===== config.mk =====
export PLATFORM = sky130hd
export DESIGN_NAME = device_tree_blob_walker
export DESIGN_NICKNAME = d
export VERILOG_FILES = /design/src/hw/rtl/dtbw_pkg.sv /design/src/hw/rtl/device_tree_blob_walker.sv
export SDC_FILE = /design/constraint.sdc
export NUM_CORES = 1
export LEC_CHECK = 0
export BUFFER_PORTS_ARGS = -buffer_cell sky130_fd_sc_hd__buf_2
export CAP_MARGIN = 25
export CORE_UTILIZATION = 55
export DETAILED_ROUTE_END_ITERATION = 12
export PLACE_DENSITY = 0.71
export SYNTH_ARGS = -nofsm -noshare
export SYNTH_HDL_FRONTEND = slang
export SYNTH_SLANG_ARGS = --single-unit

===== constraint.sdc =====
create_clock -name aclk -period 22.5 [get_ports aclk]
set_clock_uncertainty 0.1 [all_clocks]
set_input_delay 4.5 -clock aclk [delete_from_list [all_inputs] [get_ports aclk]]
set_output_delay 4.5 -clock aclk [all_outputs]
set_load 0.005 [all_outputs]

===== src/hw/rtl/dtbw_pkg.sv =====
// dtbw_pkg: types, token codes and constants for the device tree blob walker.
// No dependencies; used by device_tree_blob_walker.
package dtbw_pkg;

    localparam int DEF_MAX_DEPTH = 16;

    localparam logic [31:0] FDT_MAGIC = 32'hd00dfeed;

    localparam logic [31:0] TOK_BEGIN_NODE = 32'd1;
    localparam logic [31:0] TOK_END_NODE   = 32'd2;
    localparam logic [31:0] TOK_PROP       = 32'd3;
    localparam logic [31:0] TOK_NOP        = 32'd4;
    localparam logic [31:0] TOK_END        = 32'd9;

    typedef enum logic [2:0] {
        EV_BEGIN     = 3'd0,
        EV_END       = 3'd1,
        EV_PROP      = 3'd2,
        EV_TREE_END  = 3'd3,
        EV_BAD_MAGIC = 3'd4,
        EV_BAD_TOKEN = 3'd5,
        EV_DEPTH     = 3'd6
    } event_kind_t;

    typedef enum logic [2:0] {
        PH_IDLE   = 3'd0,
        PH_HEADER = 3'd1,
        PH_SKIP   = 3'd2,
        PH_TOKEN  = 3'd3,
        PH_NAME   = 3'd4,
        PH_PLEN   = 3'd5,
        PH_PNAME  = 3'd6,
        PH_VALUE  = 3'd7
    } walk_phase_t;

    typedef struct packed {
        logic [31:0] blob_word;
        logic        start_of_blob;
    } in_item_t;

    typedef struct packed {
        logic [2:0]  event_kind;
        logic [4:0]  nesting_depth;
        logic [31:0] name_offset;
        logic [31:0] value_offset;
        logic [31:0] value_length;
    } out_item_t;

endpackage


===== src/hw/rtl/device_tree_blob_walker.sv =====
// device_tree_blob_walker: streams a flattened device tree blob, one word per transfer,
// and emits node, property, end and error events. Depends on dtbw_pkg.
//
//  channel | ports                     | payload
//  s_      | s_valid s_ready s_data    | dtbw_pkg::in_item_t  (one blob word)
//  m_      | m_valid m_ready m_data    | dtbw_pkg::out_item_t (zero or one event per word)
//
// One word per cycle while s_ready is high; the phase decode and one 32-bit add/compare
// sit between the state registers and a two-entry output register (output plus skid).
// An event taken with its word is registered in the output entry, or in skid while that is full.
// s_ready drops only while both output entries are full.
// Synchronous active-low reset; the name stack holds no reset value.
module device_tree_blob_walker #(
    parameter int MAX_DEPTH = dtbw_pkg::DEF_MAX_DEPTH
) (
    input  logic                aclk,
    input  logic                aresetn,
    input  logic                s_valid,
    output logic                s_ready,
    input  dtbw_pkg::in_item_t  s_data,
    output logic                m_valid,
    input  logic                m_ready,
    output dtbw_pkg::out_item_t m_data
);

    localparam int DW = $clog2(MAX_DEPTH + 1);
    localparam int AW = (MAX_DEPTH > 1) ? $clog2(MAX_DEPTH) : 1;

    dtbw_pkg::walk_phase_t phase_reg, phase_next;
    logic [31:0]   off_reg, off_next;
    logic [31:0]   struct_reg, struct_next;
    logic [31:0]   strings_reg, strings_next;
    logic [DW-1:0] depth_reg, depth_next;
    logic [29:0]   skip_reg, skip_next;
    logic [31:0]   plen_reg, plen_next;
    logic [31:0]   tos_reg, tos_next;
    logic [31:0]   below_reg;
    logic [31:0]   stack_mem [MAX_DEPTH];

    logic          accept, start, take_tok, push_stack;
    logic [31:0]   w, plen_m1;
    logic [DW-1:0] depth_m1, rd_full;
    logic [AW-1:0] wr_idx, rd_idx;
    logic [31:0]   depth_ext;

    logic                ev_valid;
    dtbw_pkg::out_item_t ev;

    logic                out_valid_reg, skid_valid_reg;
    dtbw_pkg::out_item_t out_reg, skid_reg;
    logic                pop, push_ev;

    assign s_ready  = !skid_valid_reg;
    assign accept   = s_valid && s_ready;
    assign w        = s_data.blob_word;
    assign start    = s_data.start_of_blob;
    assign take_tok = !start && ((phase_reg == dtbw_pkg::PH_TOKEN) ||
                      ((phase_reg == dtbw_pkg::PH_SKIP) && (off_reg >= struct_reg)));
    // ceil(len/4) - 1 for a nonzero length is (len - 1) >> 2
    assign plen_m1  = plen_reg - 32'd1;
    assign depth_m1 = depth_reg - DW'(1);
    assign wr_idx   = depth_m1[AW-1:0];
    assign rd_full  = depth_next - DW'(2);
    assign rd_idx   = rd_full[AW-1:0];

    // next state
    always_comb begin
        phase_next   = phase_reg;
        off_next     = off_reg;
        struct_next  = struct_reg;
        strings_next = strings_reg;
        depth_next   = depth_reg;
        skip_next    = skip_reg;
        plen_next    = plen_reg;
        tos_next     = tos_reg;
        push_stack   = 1'b0;
        if (accept) begin
            if (start) begin
                depth_next   = '0;
                struct_next  = '0;
                strings_next = '0;
                skip_next    = '0;
                plen_next    = '0;
                off_next     = 32'd4;
                phase_next   = (w == dtbw_pkg::FDT_MAGIC) ? dtbw_pkg::PH_HEADER
                                                          : dtbw_pkg::PH_IDLE;
            end else begin
                if (phase_reg != dtbw_pkg::PH_IDLE) begin
                    off_next = off_reg + 32'd4;
                end
                if (take_tok) begin
                    phase_next = dtbw_pkg::PH_TOKEN;
                    case (w)
                        dtbw_pkg::TOK_BEGIN_NODE: begin
                            if (depth_reg == DW'(MAX_DEPTH)) begin
                                phase_next = dtbw_pkg::PH_IDLE;
                            end else begin
                                push_stack = (depth_reg != '0);
                                tos_next   = off_reg + 32'd4;
                                depth_next = depth_reg + DW'(1);
                                phase_next = dtbw_pkg::PH_NAME;
                            end
                        end
                        dtbw_pkg::TOK_END_NODE: begin
                            if (depth_reg == '0) begin
                                phase_next = dtbw_pkg::PH_IDLE;
                            end else begin
                                depth_next = depth_m1;
                                tos_next   = below_reg;
                            end
                        end
                        dtbw_pkg::TOK_PROP: phase_next = dtbw_pkg::PH_PLEN;
                        dtbw_pkg::TOK_NOP:  phase_next = dtbw_pkg::PH_TOKEN;
                        default:            phase_next = dtbw_pkg::PH_IDLE;
                    endcase
                end else begin
                    case (phase_reg)
                        dtbw_pkg::PH_HEADER: begin
                            if (off_reg == 32'd8) begin
                                struct_next = w;
                            end
                            if (off_reg == 32'd12) begin
                                strings_next = w;
                                phase_next   = dtbw_pkg::PH_SKIP;
                            end
                        end
                        dtbw_pkg::PH_NAME: begin
                            if (w[31:24] == 8'd0 || w[23:16] == 8'd0 ||
                                w[15:8] == 8'd0 || w[7:0] == 8'd0) begin
                                phase_next = dtbw_pkg::PH_TOKEN;
                            end
                        end
                        dtbw_pkg::PH_PLEN: begin
                            plen_next  = w;
                            phase_next = dtbw_pkg::PH_PNAME;
                        end
                        dtbw_pkg::PH_PNAME: begin
                            if (plen_reg == '0) begin
                                phase_next = dtbw_pkg::PH_TOKEN;
                            end else begin
                                skip_next  = plen_m1[31:2];
                                phase_next = dtbw_pkg::PH_VALUE;
                            end
                        end
                        dtbw_pkg::PH_VALUE: begin
                            if (skip_reg == '0) begin
                                phase_next = dtbw_pkg::PH_TOKEN;
                            end else begin
                                skip_next = skip_reg - 30'd1;
                            end
                        end
                        default: phase_next = phase_reg;
                    endcase
                end
            end
        end
    end

    assign depth_ext = 32'(depth_next);

    // event output
    always_comb begin
        ev_valid         = 1'b0;
        ev.event_kind    = dtbw_pkg::EV_BEGIN;
        ev.nesting_depth = depth_ext[4:0];
        ev.name_offset   = '0;
        ev.value_offset  = '0;
        ev.value_length  = '0;
        if (start) begin
            ev_valid      = (w != dtbw_pkg::FDT_MAGIC);
            ev.event_kind = dtbw_pkg::EV_BAD_MAGIC;
        end else if (take_tok) begin
            case (w)
                dtbw_pkg::TOK_BEGIN_NODE: begin
                    ev_valid = 1'b1;
                    if (depth_reg == DW'(MAX_DEPTH)) begin
                        ev.event_kind = dtbw_pkg::EV_DEPTH;
                    end else begin
                        ev.event_kind  = dtbw_pkg::EV_BEGIN;
                        ev.name_offset = off_reg + 32'd4;
                    end
                end
                dtbw_pkg::TOK_END_NODE: begin
                    ev_valid = 1'b1;
                    if (depth_reg == '0) begin
                        ev.event_kind = dtbw_pkg::EV_DEPTH;
                    end else begin
                        ev.event_kind  = dtbw_pkg::EV_END;
                        ev.name_offset = tos_reg;
                    end
                end
                dtbw_pkg::TOK_PROP, dtbw_pkg::TOK_NOP: ev_valid = 1'b0;
                dtbw_pkg::TOK_END: begin
                    ev_valid      = 1'b1;
                    ev.event_kind = dtbw_pkg::EV_TREE_END;
                end
                default: begin
                    ev_valid      = 1'b1;
                    ev.event_kind = dtbw_pkg::EV_BAD_TOKEN;
                end
            endcase
        end else if (phase_reg == dtbw_pkg::PH_PNAME) begin
            ev_valid        = 1'b1;
            ev.event_kind   = dtbw_pkg::EV_PROP;
            ev.name_offset  = strings_reg + w;
            ev.value_offset = off_reg + 32'd4;
            ev.value_length = plen_reg;
        end
    end

    always_ff @(posedge aclk) begin
        if (!aresetn) begin
            phase_reg   <= dtbw_pkg::PH_IDLE;
            off_reg     <= '0;
            struct_reg  <= '0;
            strings_reg <= '0;
            depth_reg   <= '0;
            skip_reg    <= '0;
            plen_reg    <= '0;
        end else begin
            phase_reg   <= phase_next;
            off_reg     <= off_next;
            struct_reg  <= struct_next;
            strings_reg <= strings_next;
            depth_reg   <= depth_next;
            skip_reg    <= skip_next;
            plen_reg    <= plen_next;
        end
    end

    // top of stack in a register, entries below it in memory; below_reg holds depth-2
    always_ff @(posedge aclk) begin
        tos_reg <= tos_next;
        if (push_stack) begin
            stack_mem[wr_idx] <= tos_reg;
        end
        if (push_stack && (wr_idx == rd_idx)) begin
            below_reg <= tos_reg;
        end else begin
            below_reg <= stack_mem[rd_idx];
        end
    end

    assign pop     = out_valid_reg && m_ready;
    assign push_ev = accept && ev_valid;

    always_ff @(posedge aclk) begin
        if (!aresetn) begin
            out_valid_reg  <= 1'b0;
            skid_valid_reg <= 1'b0;
        end else begin
            if (pop) begin
                if (skid_valid_reg) begin
                    out_valid_reg  <= 1'b1;
                    skid_valid_reg <= push_ev;
                end else begin
                    out_valid_reg <= push_ev;
                end
            end else if (push_ev) begin
                if (out_valid_reg) begin
                    skid_valid_reg <= 1'b1;
                end else begin
                    out_valid_reg <= 1'b1;
                end
            end
        end
    end

    always_ff @(posedge aclk) begin
        if (pop) begin
            if (skid_valid_reg) begin
                out_reg <= skid_reg;
                if (push_ev) begin
                    skid_reg <= ev;
                end
            end else if (push_ev) begin
                out_reg <= ev;
            end
        end else if (push_ev) begin
            if (out_valid_reg) begin
                skid_reg <= ev;
            end else begin
                out_reg <= ev;
            end
        end
    end

    assign m_valid = out_valid_reg;
    assign m_data  = out_reg;

endmodule

==> run_results.csv <==
group,metric,value,unit
critical_path,critical-path-max-stage-delay,0.80,ns
critical_path,crit_buf_inv,2,
timing,relSlewSlack,0.266,
pwr,power.total,3.55,mW
layout,drive_gt1_frac,0.190,
min_path,min_path_type,"reg2reg",
place,gp_congestion,0.929,
global_routing,overflow,0,
synth,synth_compound_area_frac,0.0845,
drt,drt_pre_antenna_iters,6,
timing,slew_violations,0,
pwr,max-vdd-ir-drop,75.2,uV
floorplanning,dieHeight,273,um
critical_path,path_cells,"buf_2 -> or4_1 -> nor4_4 -> and4b_1 -> nand2_1 -> nor4_2 -> buf_4 -> and3_2",
layout,diodes,0,
clock_network,postCtsHoldBufs,0,
global_routing,grt_start_max_net_pins,85,
synth,yosys_warnings,0,
clock_network,cts_htree_levels,3,
clock_network,cts_tree,"done",
synth,synth-simple-area-share,0.104,
critical_path,slowest_stage,"and3_2",
floorplanning,dieArea,0.0746,sq mm
timing,tightest_slew,1.10,ns
global_routing,grt_pass1_wl,160000,um
drt,drt-total-wl,108000,um
drt,wl_per_cell,26.4,um
floorplanning,die_w,273,um
critical_path,startpoint_type,"input port",
synth,synthXorXnorAreaFrac,0.0223,
place,port_buffers,142,
floorplanning,rows,99,
clock_network,cts-root-buf,"clkbuf_16",
layout,layout_common_cells,"edfxtp_1 (750), nor2_1 (243), nand2_1 (199)",
layout,final_design_area_no_fill,0.0452,sq mm
clock_network,cts_buffer_depth,3,
layout,final_cells,4083,
clock_network,cts_buffers,94,
critical_path,cp.required,22.69,ns
min_path,min_from,"struct_reg[7]$_SDFFE_PN0P_",
layout,regArea,0.0259,sq mm
floorplanning,ios,143,
synth,synth.distinct_cells,88,
synth,synth_ff_type,"edfxtp_1",
critical_path,reg2reg_from,"off_reg[28]$_SDFFE_PN0P_",
place,placed_cell_area,0.0420,sq mm
drt,drcViolationCount,0,
run,cap_violations,0,
drt,ant_nets,0,
synth,ys_seq_area_frac,0.641,
synth,synth-seq-cells,920,
timing,fmax,127,MHz
synth,synthArstFlopShare,0,
place,hpwl,71900,um
clock_network,cts_resized,0,
critical_path,critPathArrivalTime,8.08,ns
floorplanning,core_area,0.0728,sq mm
synth,synth_top_family_by_area,"simple AND/OR/NAND/NOR gates",
critical_path,crit_fanout,32,
layout,final_common_cell,"edfxtp_1",
critical_path,worstSetupPathType,"in2reg",
timing,timing.final.crit_share,0.351,
global_routing,grt_util_all_layers,0.289,
layout,largest_reg_flops,512,
drt,num_vias,26100,
critical_path,critPathLaunch,"s_data[21]",
critical_path,crit_family,"simple AND/OR/NAND/NOR gates",
synth,avgSynthCellArea,13.7,sq um
layout,fillers,5409,
floorplanning,initial_utilization,0.555,
run_status,status,"completed",
drt,avgViaCountPerCell,6.39,
timing,fin_setup_tns,0,ns
clock_network,clkLatencyLatePin,0.67,ns
timing,layout_min_cycle_time,7.89,ns
synth,syn_nets,3052,
clock_network,path_clk_slew,0.06,ns
layout,area_growth,11.7,%
timing,hold_ws,0.383,ns
timing,final_hold_viol_count,0,
drt,drt_iter0_drc,2947,
critical_path,rrSetupSlack,17.21,ns
synth,muxShareOfSynthArea,0.103,
synth,syn_area,0.0405,sq mm
critical_path,end_kind,"register",
pwr,p_leak,15.7,nW
clock_network,cts.sinks,920,
global_routing,antenna_found_initial,3,
place,numPlacedInstances,3903,
synth,synth_edf_count,750,
clock_network,post-cts-setup-buffers,0,
pwr,power_per_cell_area,78.6,mW/mm^2
timing,setup_viol,0,
timing,grt_setup_unrepaired,"no",
layout,multiInputGateArea,0.0137,sq mm
layout,fin_nets,3154,
synth,synthAdderAreaFrac,0.0225,
global_routing,grt_pass1_vias,24900,
synth,synth_cells,2943,
==> worst min-delay path, cell delays in order (launching register included) <==
cell	delay (ns)
dfxtp_1	0.32
nand3_1	0.06
o21ai_0	0.06
==> worst paths after layout <==
kind | endpoint | depth (start not counted)
max | stack_mem[6][20]$_DFFE_PP_ | 8
min | struct_reg[7]$_SDFFE_PN0P_ | 2
max reg2reg | m_data[84]$_DFFE_PP_ | 11
min reg2reg | struct_reg[7]$_SDFFE_PN0P_ | 2
==> cells in the mapped netlist (all sizes together) (8+ instances only) <==
cell     instances  area share
edfxtp         750        0.56
nor2           248       0.023
nand2          200       0.019
o21ai          179       0.022
dfxtp          170       0.084
a21oi          161       0.020
mux4           160       0.089
clkbuf         145       0.013
nand3          122       0.015
ha              71       0.022
inv             61      0.0057
xnor2           57       0.012
mux2            49       0.014
xor2            46       0.010
o31ai           45      0.0089
and2            43      0.0067
nor3b           34      0.0063
nor3            33      0.0045
buf             29      0.0036
or3             28      0.0045
a22oi           27      0.0050
and3            26      0.0040
nand4           24      0.0037
nor4            22      0.0045
o21a            18      0.0033
o22ai           15      0.0023
or4             15      0.0031
a21o            14      0.0026
or2             14      0.0022
o2111ai         12      0.0026
o211ai          12      0.0026
a31oi           11      0.0017
nor2b           11      0.0017
nand2b          10      0.0015
a211oi           8      0.0015
==> metrics by stage <==
step           worst slack, ns   util
2_1_floorplan            11.31      -
3_3_place_gp             13.81  0.577
3_5_place_dp             13.54  0.577
4_1_cts                  14.20  0.619
5_1_grt                  14.50  0.620
6_report                 14.61  0.620
==> metal layers <==
layer,GRT usage,wire length (um)
met4,0.0984,3740
met3,0.0442,9790
met5,0,8
met2,0.446,50300
met1,0.422,43900
==> power by group <==
group | switching (mW) | total, mW | leakage (nW) | internal, mW
combinational | 0.109 | 0.165 | 5.65 | 0.0558
sequential | 0.0120 | 1.85 | 8.63 | 1.84
clock | 0.672 | 1.54 | 1.47 | 0.864
==> cell families (layout without fill, tap and decap cells) <==
logic type	after synthesis	in the layout
compound gates	551	551
xor+xnor	103	103
fa+ha+maj	72	72
buf+inv	236	417
flops	920	920
mux	211	211
other cells	1	1
simple gates	849	849
==> area by class of cell <==
cell class	count	area share
Tap cell	959	0.0266
Inverter	62	0.00515
Sequential cell	920	0.574
Clock inverter	47	0.0109
Timing Repair Buffer	180	0.0235
Clock buffer	128	0.0567
Multi-Input combinational cell	1787	0.303
No activity file was read; power rests on OpenSTA's default activity.
